[config.mk]
export PLATFORM = sky130hd
export DESIGN_NAME = rmq_fifo
export DESIGN_NICKNAME = d
export VERILOG_FILES = /design/src/hdl/rmq_fifo.sv
export SDC_FILE = /design/constraint.sdc
export NUM_CORES = 1
export LEC_CHECK = 0
export BUFFER_PORTS_ARGS = -buffer_cell sky130_fd_sc_hd__clkbuf_2
export CORE_ASPECT_RATIO = 1.2
export CORE_UTILIZATION = 51
export CTS_CLUSTER_DIAMETER = 120
export DETAILED_ROUTE_END_ITERATION = 10
export PLACE_DENSITY = 0.75
export SLEW_MARGIN = 40
export SYNTH_ARGS = -nofsm -noshare
export SYNTH_HDL_FRONTEND = slang
export SYNTH_SLANG_ARGS = --single-unit
[constraint.sdc]
create_clock -name clk -period 2.3 [get_ports clk]
set_clock_uncertainty 0.2 [all_clocks]
set_input_delay 0.46 -clock clk [delete_from_list [all_inputs] [get_ports clk]]
set_output_delay 0.46 -clock clk [all_outputs]
set_load 0.005 [all_outputs]
[src/hdl/rmq_fifo.sv]
// ----------------------------------------------------------------------------
// rmq_fifo
// Small register queue with count based full and empty flags.
// ----------------------------------------------------------------------------
module rmq_fifo #(
    parameter int WIDTH = 8,
    parameter int DEPTH = 4
) (
    input  logic             clk,
    input  logic             rst_n,
    input  logic             push,
    input  logic [WIDTH-1:0] din,
    output logic             full,
    input  logic             pop,
    output logic [WIDTH-1:0] dout,
    output logic             empty
);
    localparam int PW = (DEPTH > 1) ? $clog2(DEPTH) : 1;
    localparam int CNTW = $clog2(DEPTH + 1);

    logic [WIDTH-1:0] mem_reg [DEPTH];
    logic [PW-1:0]    wr_reg, wr_next;
    logic [PW-1:0]    rd_reg, rd_next;
    logic [CNTW-1:0]  cnt_reg, cnt_next;
    logic             do_push, do_pop;

    assign full    = (cnt_reg == CNTW'(DEPTH));
    assign empty   = (cnt_reg == '0);
    assign do_push = push && !full;
    assign do_pop  = pop && !empty;
    assign dout    = mem_reg[rd_reg];

    always_comb
    begin
        wr_next  = wr_reg;
        rd_next  = rd_reg;
        cnt_next = cnt_reg;
        if (do_push)
        begin
            wr_next = (wr_reg == PW'(DEPTH - 1)) ? '0 : wr_reg + PW'(1);
        end
        if (do_pop)
        begin
            rd_next = (rd_reg == PW'(DEPTH - 1)) ? '0 : rd_reg + PW'(1);
        end
        if (do_push && !do_pop)
        begin
            cnt_next = cnt_reg + CNTW'(1);
        end
        else if (do_pop && !do_push)
        begin
            cnt_next = cnt_reg - CNTW'(1);
        end
    end

    always_ff @(posedge clk or negedge rst_n)
    begin
        if (!rst_n)
        begin
            wr_reg  <= '0;
            rd_reg  <= '0;
            cnt_reg <= '0;
        end
        else
        begin
            wr_reg  <= wr_next;
            rd_reg  <= rd_next;
            cnt_reg <= cnt_next;
        end
    end

    always_ff @(posedge clk)
    begin
        if (do_push)
        begin
            mem_reg[wr_reg] <= din;
        end
    end

endmodule

==> results of run 1 <==
[cells in the final DEF (no fill, tap or decap), types with 2 or more instances in the layout]
master | synthesis | routed
xor2_1 | 2 | 2
inv_1 | 3 | 3
mux2_4 | 2 | 2
and2_2 | 4 | 4
dfrtp_1 | 7 | 4
edfxtp_1 | 32 | 32
dfrtp_2 | 0 | 2
nor2_1 | 3 | 3
mux2_2 | 3 | 3
ha_1 | 6 | 6
clkbuf_1 | 0 | 3
clkbuf_4 | 0 | 5
clkbuf_2 | 0 | 21
mux4_2 | 8 | 8
[power by group through the flow]
stage / clock, uW / combinational (uW) / sequential [uW]
CTS: 333 / 708 / 1150
detailed placement: 0 / 699 / 1160
floorplan: 0 / 566 / 1040
global route: 364 / 771 / 1180
global placement: 0 / 675 / 1130
finish: 320 / 693 / 1150
[layer usage]
layer	GRT usage	up-vias	share of wire
met4	0.105	0	0.025
met5	0	-	0
met3	0.0690	7	0.050
met1	0.178	386	0.39
met2	0.273	21	0.54
li1	-	354	-
[cell families after synthesis]
| group | share of synthesized area |
|---|---|
| xor gates and xnor gates | 0.0162 |
| and+or+nand+nor | 0.0541 |
| buffers and inverters | 0.0193 |
| DFF | 0.701 |
| muxes | 0.151 |
| adders and majority gates | 0.0587 |
[worst max-delay path, stage by stage, from the launching register on]
cell      delay, ns
dfrtp_4        0.56
mux4_2         0.53
clkbuf_2       0.13
[final timing paths]
kind                            slack, ns             to  cells after the start
worst max-delay path                 0.09        dout[1]                      2
worst min-delay path                 0.13  mem_reg[0][5]                      1
worst max register to register       0.12     cnt_reg[2]                      8
worst min register to register       0.35     cnt_reg[2]                      1
max in group asynchronous            1.40      rd_reg[0]                      2
min in group asynchronous            0.29      wr_reg[0]                      2
[area by class of cell]
type,count,area (um2),area share
well taps,36,45.0,0.0246
inverters,3,11.3,0.00616
clock buffers,8,48.8,0.0267
repair buffers,23,123,0.0671
flip-flops and latches,39,1140,0.625
multi-input cells,34,458,0.251
[per-stage QoR]
step	util	hold slack (ns)	setup slack [ns]	total power [uW]
final	0.598	0.132	0.0897	2160
after floorplan	-	-0.0356	0.162	1610
after global routing	0.598	0.107	-0.00897	2310
after CTS	0.597	0.114	0.0439	2190
after detailed placement	0.575	0.113	0.0220	1860
after global placement	0.575	0.103	0.183	1810
[what timing repair did]
action,in CTS,in global routing
endpoints found under the hold margin,7,0
endpoints found under the setup margin,9,5
resized for setup,3,2
hold buffers,1,0
==> impl_metrics.csv, run 1 <==
group,metric,value,unit
place,io_buffers,21,
place,dp_hpwl,1710,um
min_path,hp-start,"din[5]",
routing,finalWirelength,2410,um
clock_network,cts_buffers,5,
finish,antenna_cells,0,
die,fp.dieW,53.5,um
place,dp_cells,134,
timing,fmax,0.452,GHz
synth,synth_warnings,0,
synth,ys_seq_area_frac,0.701,
finish,drive_gt1_frac,0.477,
synth,avgSynthCellArea,20.5,um2
routing,drcViolationCount,0,
routing,ant_nets,0,
synth,synth_nets,98,
synth,synth_area_leaders,"edfxtp_1 59%, mux4_2 11%, dfrtp_1 11%",
global_routing,grt_pass1_wl,3810,um
clock_network,cts_tree,"built",
timing,finalMaxSlewViolations,0,
routing,vias_per_cell,5.37,
power,p_sw,650,uW
clock_network,post-cts-setup-buffers,0,
timing,tightest_slew,0.428,ns
place,gp_congestion,0.663,
clock_network,clock_tree.buffer_depth,2,
clock_network,cts.reportedPaths.clkPinSlew,0.10,ns
routing,drt_iter0_drc,15,
finish,syn_to_final_growth,12.8,%
setup_path,worstSetupStartpoint,"rd_reg[0]",
timing,hold_viol,0,
power,internal_power,1510,uW
global_routing,globalRouteOverflowTotal,0,
finish,largest_reg_flops,32,
power,p_leak,0.000690,uW
flow_run,drv_cap,0,
setup_path,end_kind,"output pin",
timing,slew_headroom,0.714,
clock_network,cts_sinks,39,
clock_network,clockRootBuffer,"clkbuf_4",
status,status,"finished, final reports clean",
setup_path,arrival,1.55,ns
power,p_sw_frac,0.301,
synth,async_flop_share,0.179,
routing,via_count,768,
place,postPlaceCellArea,1760,um2
synth,synth_edf_count,32,
global_routing,grt_antenna_before_repair,0,
routing,post_drt_wl_per_cell,16.8,um
timing,fin_crit_sh,0.961,
setup_path,cp.required,1.64,ns
finish,fillCellCount,234,
synth,yosysTopAreaCell,"edfxtp_1",
power,power_density,1180,nW/um2
setup_path,r2r-start,"cnt_reg[1]",
power,irDropWorstVdd,642,uV
setup_path,cp_max_fo,11,
setup_path,start_kind,"register",
synth,yosys.cell_count.top_type,"edfxtp_1",
timing,rsz0062_at_grt,"true",
finish,final_nets,125,
die,coreArea,3060,um2
global_routing,grt_use_total,0.170,
timing,period_minus_slack,2.21,ns
synth,synth_flop_cell,"edfxtp_1",
die,initial_core_util,0.530,
global_routing,grt_pass1_vias,819,
global_routing,grt_max_degree,12,
finish,design_area,1830,um2
power,clkPwrFrac,0.148,
clock_network,htree_levels,2,
timing,tns,0,ns
die,num_io_pins,22,
setup_path,crit_type,"register to output pin",
die,rows,22,
timing,final-setup-viol-count,0,
synth,synth_common_cells,"32 x edfxtp_1, 8 x mux4_2, 7 x dfrtp_1",
die,die-area,3410,um2
routing,dr.pass1.iters,4,
synth,synth_cells,79,
synth,syn-cell-area,1620,um2
power,comb_power_share,0.321,
synth,synth_top_area_frac,0.593,
clock_network,clk_latency,0.33,ns
min_path,hold_path_class,"input port to register",
power,power_frac_seq,0.531,
synth,ys_types,19,
synth,ys_seq_elements,39,
finish,fin_cells,143,
die,die_h,63.7,um
(Power assumes the default switching activity.)
==> run 2, diff against run 1 <==
- CTS_BUF_LIST: unset -> sky130_fd_sc_hd__clkbuf_8
==> impl_metrics.csv, run 2 (same netlist as run 1, synthesis figures left out) <==
group,metric,value,unit
die,fp.dieW,53.5,um
finish,finish.utilization,0.610,
global_routing,globalRouteOverflowTotal,0,
finish,layout_common_cells,"32 x edfxtp_1, 21 x clkbuf_2, 8 x mux4_2",
finish,syn_to_final_growth,15.0,%
min_path,hold_path_class,"input port to register",
clock_network,htree_levels,2,
clock_network,cts_sinks,39,
setup_path,crit_type,"register to output pin",
power,power_density,1210,nW/um2
timing,fmax,0.456,GHz
routing,ant_nets,0,
place,io_buffers,21,
place,dpl_worst_slack,0.0220,ns
status,status,"finished, final reports clean",
timing,slew_headroom,0.718,
finish,antenna_cells,0,
timing,final-setup-viol-count,0,
power,p_leak,0.000718,uW
power,internal_power,1590,uW
routing,vias_per_cell,5.34,
setup_path,start_kind,"register",
routing,drcViolationCount,0,
global_routing,grt_use_total,0.169,
routing,post_drt_wl_per_cell,16.6,um
power,finalPower,2260,uW
die,die-area,3410,um2
clock_network,clockRootBuffer,"clkbuf_8",
finish,fillCellCount,230,
flow_run,drv_cap,0,
finish,seq_area,1140,um2
timing,period_minus_slack,2.19,ns
power,p_sw,670,uW
global_routing,top_usage_layer,"met2",
global_routing,grt_max_degree,12,
timing,finalMaxSlewViolations,0,
global_routing,met3_usage,0.0548,
global_routing,grt_pass1_vias,820,
timing,whs,0.185,ns
die,initial_core_util,0.530,
finish,multi_input_area,464,um2
finish,drive_gt1_frac,0.477,
routing,drt_iter0_drc,17,
die,rows,22,
global_routing,met1_usage,0.176,
global_routing,use_met2,0.273,
setup_path,end_kind,"output pin",
setup_path,cp.required,1.64,ns
timing,tightest_slew,0.424,ns
timing,tns,0,ns
timing,hold_viol,0,
power,clkPwrFrac,0.182,
finish,final_nets,125,
finish,largest_reg_flops,32,
clock_network,cts_buffers,5,
power,power_frac_seq,0.509,
die,die_h,63.7,um
power,p_sw_frac,0.297,
routing,dr.pass1.iters,4,
routing,via_count,763,
power,irDropWorstVdd,678,uV
clock_network,cts_tree,"built",
clock_network,clk_latency,0.29,ns
clock_network,clock_tree.buffer_depth,2,
global_routing,grt_antenna_before_repair,0,
timing,rsz0062_at_grt,"false",
timing,fin_crit_sh,0.954,
timing,fin_ws,0.107,ns
setup_path,cp_max_fo,11,
place,dp_hpwl,1710,um
routing,finalWirelength,2370,um
die,coreArea,3060,um2
die,num_io_pins,22,
place,gp_congestion,0.663,
clock_network,cts.reportedPaths.clkPinSlew,0.07,ns
global_routing,grt_pass1_wl,3760,um
finish,final_common_cell,"edfxtp_1",
power,comb_power_share,0.308,
setup_path,arrival,1.53,ns
run 2: changes by cell type in the layout (fill, tap and decap cells not counted):
cell	delta
clkbuf_1	-3
clkbuf_4	-5
clkbuf_8	+5
dfrtp_2	+1
dfrtp_4	-1
inv_1	+3
nor3_2	-1
nor3_4	+1
run 2: per-stage QoR:
step	std cells	area, um2
after global routing	143	1860
after global placement	134	1760
after detailed placement	134	1760
after CTS	143	1850
final	143	1860
after floorplan	79	1620
run 2: power groups by stage:
stage	logic [uW]	registers [uW]	clock network [uW]
global route	775	1180	454
finish	696	1150	412
CTS	706	1140	424
global placement	675	1130	0
detailed placement	699	1160	0
floorplan	566	1040	0
run 2: per-layer routing:
metal,routed length [um],up-vias
met5,0,-
met2,1290,25
li1,-,355
met4,70,0
met3,123,7
met1,888,376
run 2: cell type report:
type / count / share of cell area
Multi-Input combinational cell: 34 / 0.249
Sequential cell: 39 / 0.612
Tap cell: 36 / 0.0242
Clock buffer: 5 / 0.0369
Clock inverter: 3 / 0.00604
Inverter: 3 / 0.00604
Timing Repair Buffer: 23 / 0.0658
run 2: what timing repair did:
| item | CTS | global route |
|---|---|---|
| hold buffers | 1 | 0 |
| pin swaps | 0 | 0 |
| setup buffers | 0 | 0 |
| hold endpoints to repair | 7 | 0 |
| setup endpoints to repair | 8 | 1 |
| resized for setup | 1 | 4 |
run 2: critical path, stage by stage, from the launching register on:
cell	delay, ns
dfrtp_2	0.57
mux4_2	0.55
clkbuf_2	0.13
run 2: worst paths after layout:
kind | cells past startpoint | startpoint | to | slack [ns]
max in group asynchronous | 2 | rst_n | rd_reg[0] | 1.36
min reg2reg | 1 | cnt_reg[2] | cnt_reg[2] | 0.37
min in group asynchronous | 2 | rst_n | wr_reg[0] | 0.35
max | 2 | rd_reg[0] | dout[1] | 0.11
min | 1 | din[5] | mem_reg[0][5] | 0.18
max reg2reg | 8 | cnt_reg[1] | cnt_reg[2] | 0.14
==> run 3, diff against run 2 <==
--- a/config.mk
+++ b/config.mk
@@ -13,4 +13,5 @@
 export DETAILED_ROUTE_END_ITERATION = 10
 export PLACE_DENSITY = 0.75
+export RECOVER_POWER = 25
 export SLEW_MARGIN = 40
 export SYNTH_ARGS = -nofsm -noshare
==> constraint.sdc (replaced) <==
create_clock -name clk -period 2.3 [get_ports clk]
set_clock_uncertainty 0.2 [all_clocks]
set_input_delay 0.115 -clock clk [delete_from_list [all_inputs] [get_ports clk]]
set_output_delay 0.115 -clock clk [all_outputs]
set_load 0.005 [all_outputs]
==> impl_metrics.csv, run 3 (same netlist as run 1, synthesis figures left out) <==
group,metric,value,unit
finish,final_nets,136,
routing,post_drt_wl_per_cell,15.9,um
routing,via_count,808,
setup_path,end_kind,"register",
finish,layout_common_cells,"32 x edfxtp_1, 15 x clkbuf_2, 12 x dlygate4sd3_1",
power,p_sw_frac,0.295,
clock_network,post-cts-setup-buffers,0,
power,power_frac_seq,0.503,
power,p_sw,666,uW
power,power_density,1150,nW/um2
clock_network,cts_buffers,5,
finish,seq_area,1140,um2
die,num_io_pins,22,
clock_network,clk_latency,0.28,ns
routing,finalWirelength,2460,um
timing,period_minus_slack,2.13,ns
finish,fin_cells,154,
clock_network,htree_levels,2,
clock_network,clock_tree.buffer_depth,2,
setup_path,crit_type,"register to register",
global_routing,grt_antenna_before_repair,0,
min_path,hold_path_class,"input port to register",
timing,finalMaxSlewViolations,0,
power,clkPwrFrac,0.185,
setup_path,cp_max_fo,4,
timing,tightest_slew,0.616,ns
finish,drive_gt1_frac,0.381,
finish,fillCellCount,204,
timing,rsz0062_at_grt,"false",
place,io_buffers,21,
timing,hold_viol,0,
finish,antenna_cells,0,
timing,fin_crit_sh,0.928,
die,die-area,3410,um2
power,irDropWorstVdd,773,uV
place,dp_cells,134,
global_routing,grt_use_total,0.169,
global_routing,grt_pass1_wl,3850,um
die,die_h,63.7,um
clock_network,cts.reportedPaths.clkPinSlew,0.07,ns
power,comb_power_share,0.312,
routing,drt_iter0_drc,19,
setup_path,cp.required,2.30,ns
routing,ant_nets,0,
die,fp.dieW,53.5,um
finish,largest_reg_flops,32,
status,status,"finished, final reports clean",
clock_network,cts_sinks,39,
timing,slew_headroom,0.590,
setup_path,start_kind,"register",
timing,tns,0,ns
global_routing,grt_pass1_vias,828,
global_routing,grt_max_degree,12,
routing,drcViolationCount,0,
global_routing,globalRouteOverflowTotal,0,
die,coreArea,3060,um2
timing,fmax,0.469,GHz
place,dp_hpwl,1640,um
die,rows,22,
finish,multi_input_area,458,um2
die,initial_core_util,0.530,
clock_network,cts_tree,"built",
routing,dr.pass1.iters,4,
flow_run,drv_cap,0,
finish,final_common_cell,"edfxtp_1",
power,p_leak,0.000743,uW
clock_network,clockRootBuffer,"clkbuf_8",
finish,syn_to_final_growth,20.9,%
setup_path,arrival,2.13,ns
place,gp_congestion,0.663,
routing,vias_per_cell,5.25,
power,internal_power,1590,uW
timing,final-setup-viol-count,0,
==> run 3: cell count changes in the layout (fill, tap and decap cells not counted) <==
cell	delta
dlygate4sd3_1	+11
clkbuf_1	+6
clkbuf_2	-6
clkinv_2	+1
dfrtp_1	+1
dfrtp_2	-1
inv_1	-1
nor3_2	+1
nor3_4	-1
==> run 3: worst paths after layout <==
| kind | startpoint | end | slack [ns] | depth (start not counted) |
|---|---|---|---|---|
| worst max-delay path | cnt_reg[1] | cnt_reg[2] | 0.17 | 8 |
| worst min-delay path | push | cnt_reg[0] | 0.17 | 4 |
| worst max register to register | cnt_reg[1] | cnt_reg[2] | 0.17 | 8 |
| worst min register to register | cnt_reg[2] | cnt_reg[2] | 0.33 | 1 |
| max in group asynchronous | rst_n | cnt_reg[0] | 0.57 | 4 |
| min in group asynchronous | rst_n | cnt_reg[2] | 0.54 | 3 |
==> run 3: timing repair <==
action	in CTS	in global routing
resized for setup	0	3
endpoints found under the hold margin	41	0
hold buffers	12	0
endpoints found under the setup margin	0	1
==> run 3: layout make-up <==
cell class,count,area share
Clock buffer,5,0.0351
Timing Repair Buffer,34,0.115
Tap cell,36,0.0230
Sequential cell,39,0.581
Multi-Input combinational cell,34,0.234
Clock inverter,3,0.00639
Inverter,3,0.00575
==> run 3: layer usage <==
layer  part of all wire  track usage  vias up
met5                  0            0        -
met4              0.029       0.0757        0
met3              0.042       0.0643        8
met2               0.52        0.280       27
met1               0.41        0.188      399
li1                   -            -      374
==> run 3: critical path, cell delays in order (launching register included) <==
cell	delay (ns)
dfrtp_2	0.45
nor3_2	0.21
nand2b_4	0.17
ha_1	0.18
inv_1	0.06
fa_1	0.37
xor2_1	0.15
nor2_1	0.11
xor2_1	0.16
==> run 3: stage by stage <==
step	total power [uW]	utilization	worst slack (ns)	instance area [um2]	hold WS, ns
global route	2400	0.641	0.0203	1960	0.180
global placement	1800	0.575	0.186	1760	-0.243
finish	2260	0.641	0.166	1960	0.172
CTS	2280	0.641	0.0488	1960	0.174
floorplan	1610	-	0.162	1620	-0.381
detailed placement	1850	0.575	0.0792	1760	-0.229
==> run 3: power by group through the flow <==
stage	registers, uW	logic, uW	clock network (uW)
floorplan	1040	566	0
global placement	1130	671	0
detailed placement	1150	694	0
CTS	1130	716	425
global route	1160	787	457
finish	1140	704	418
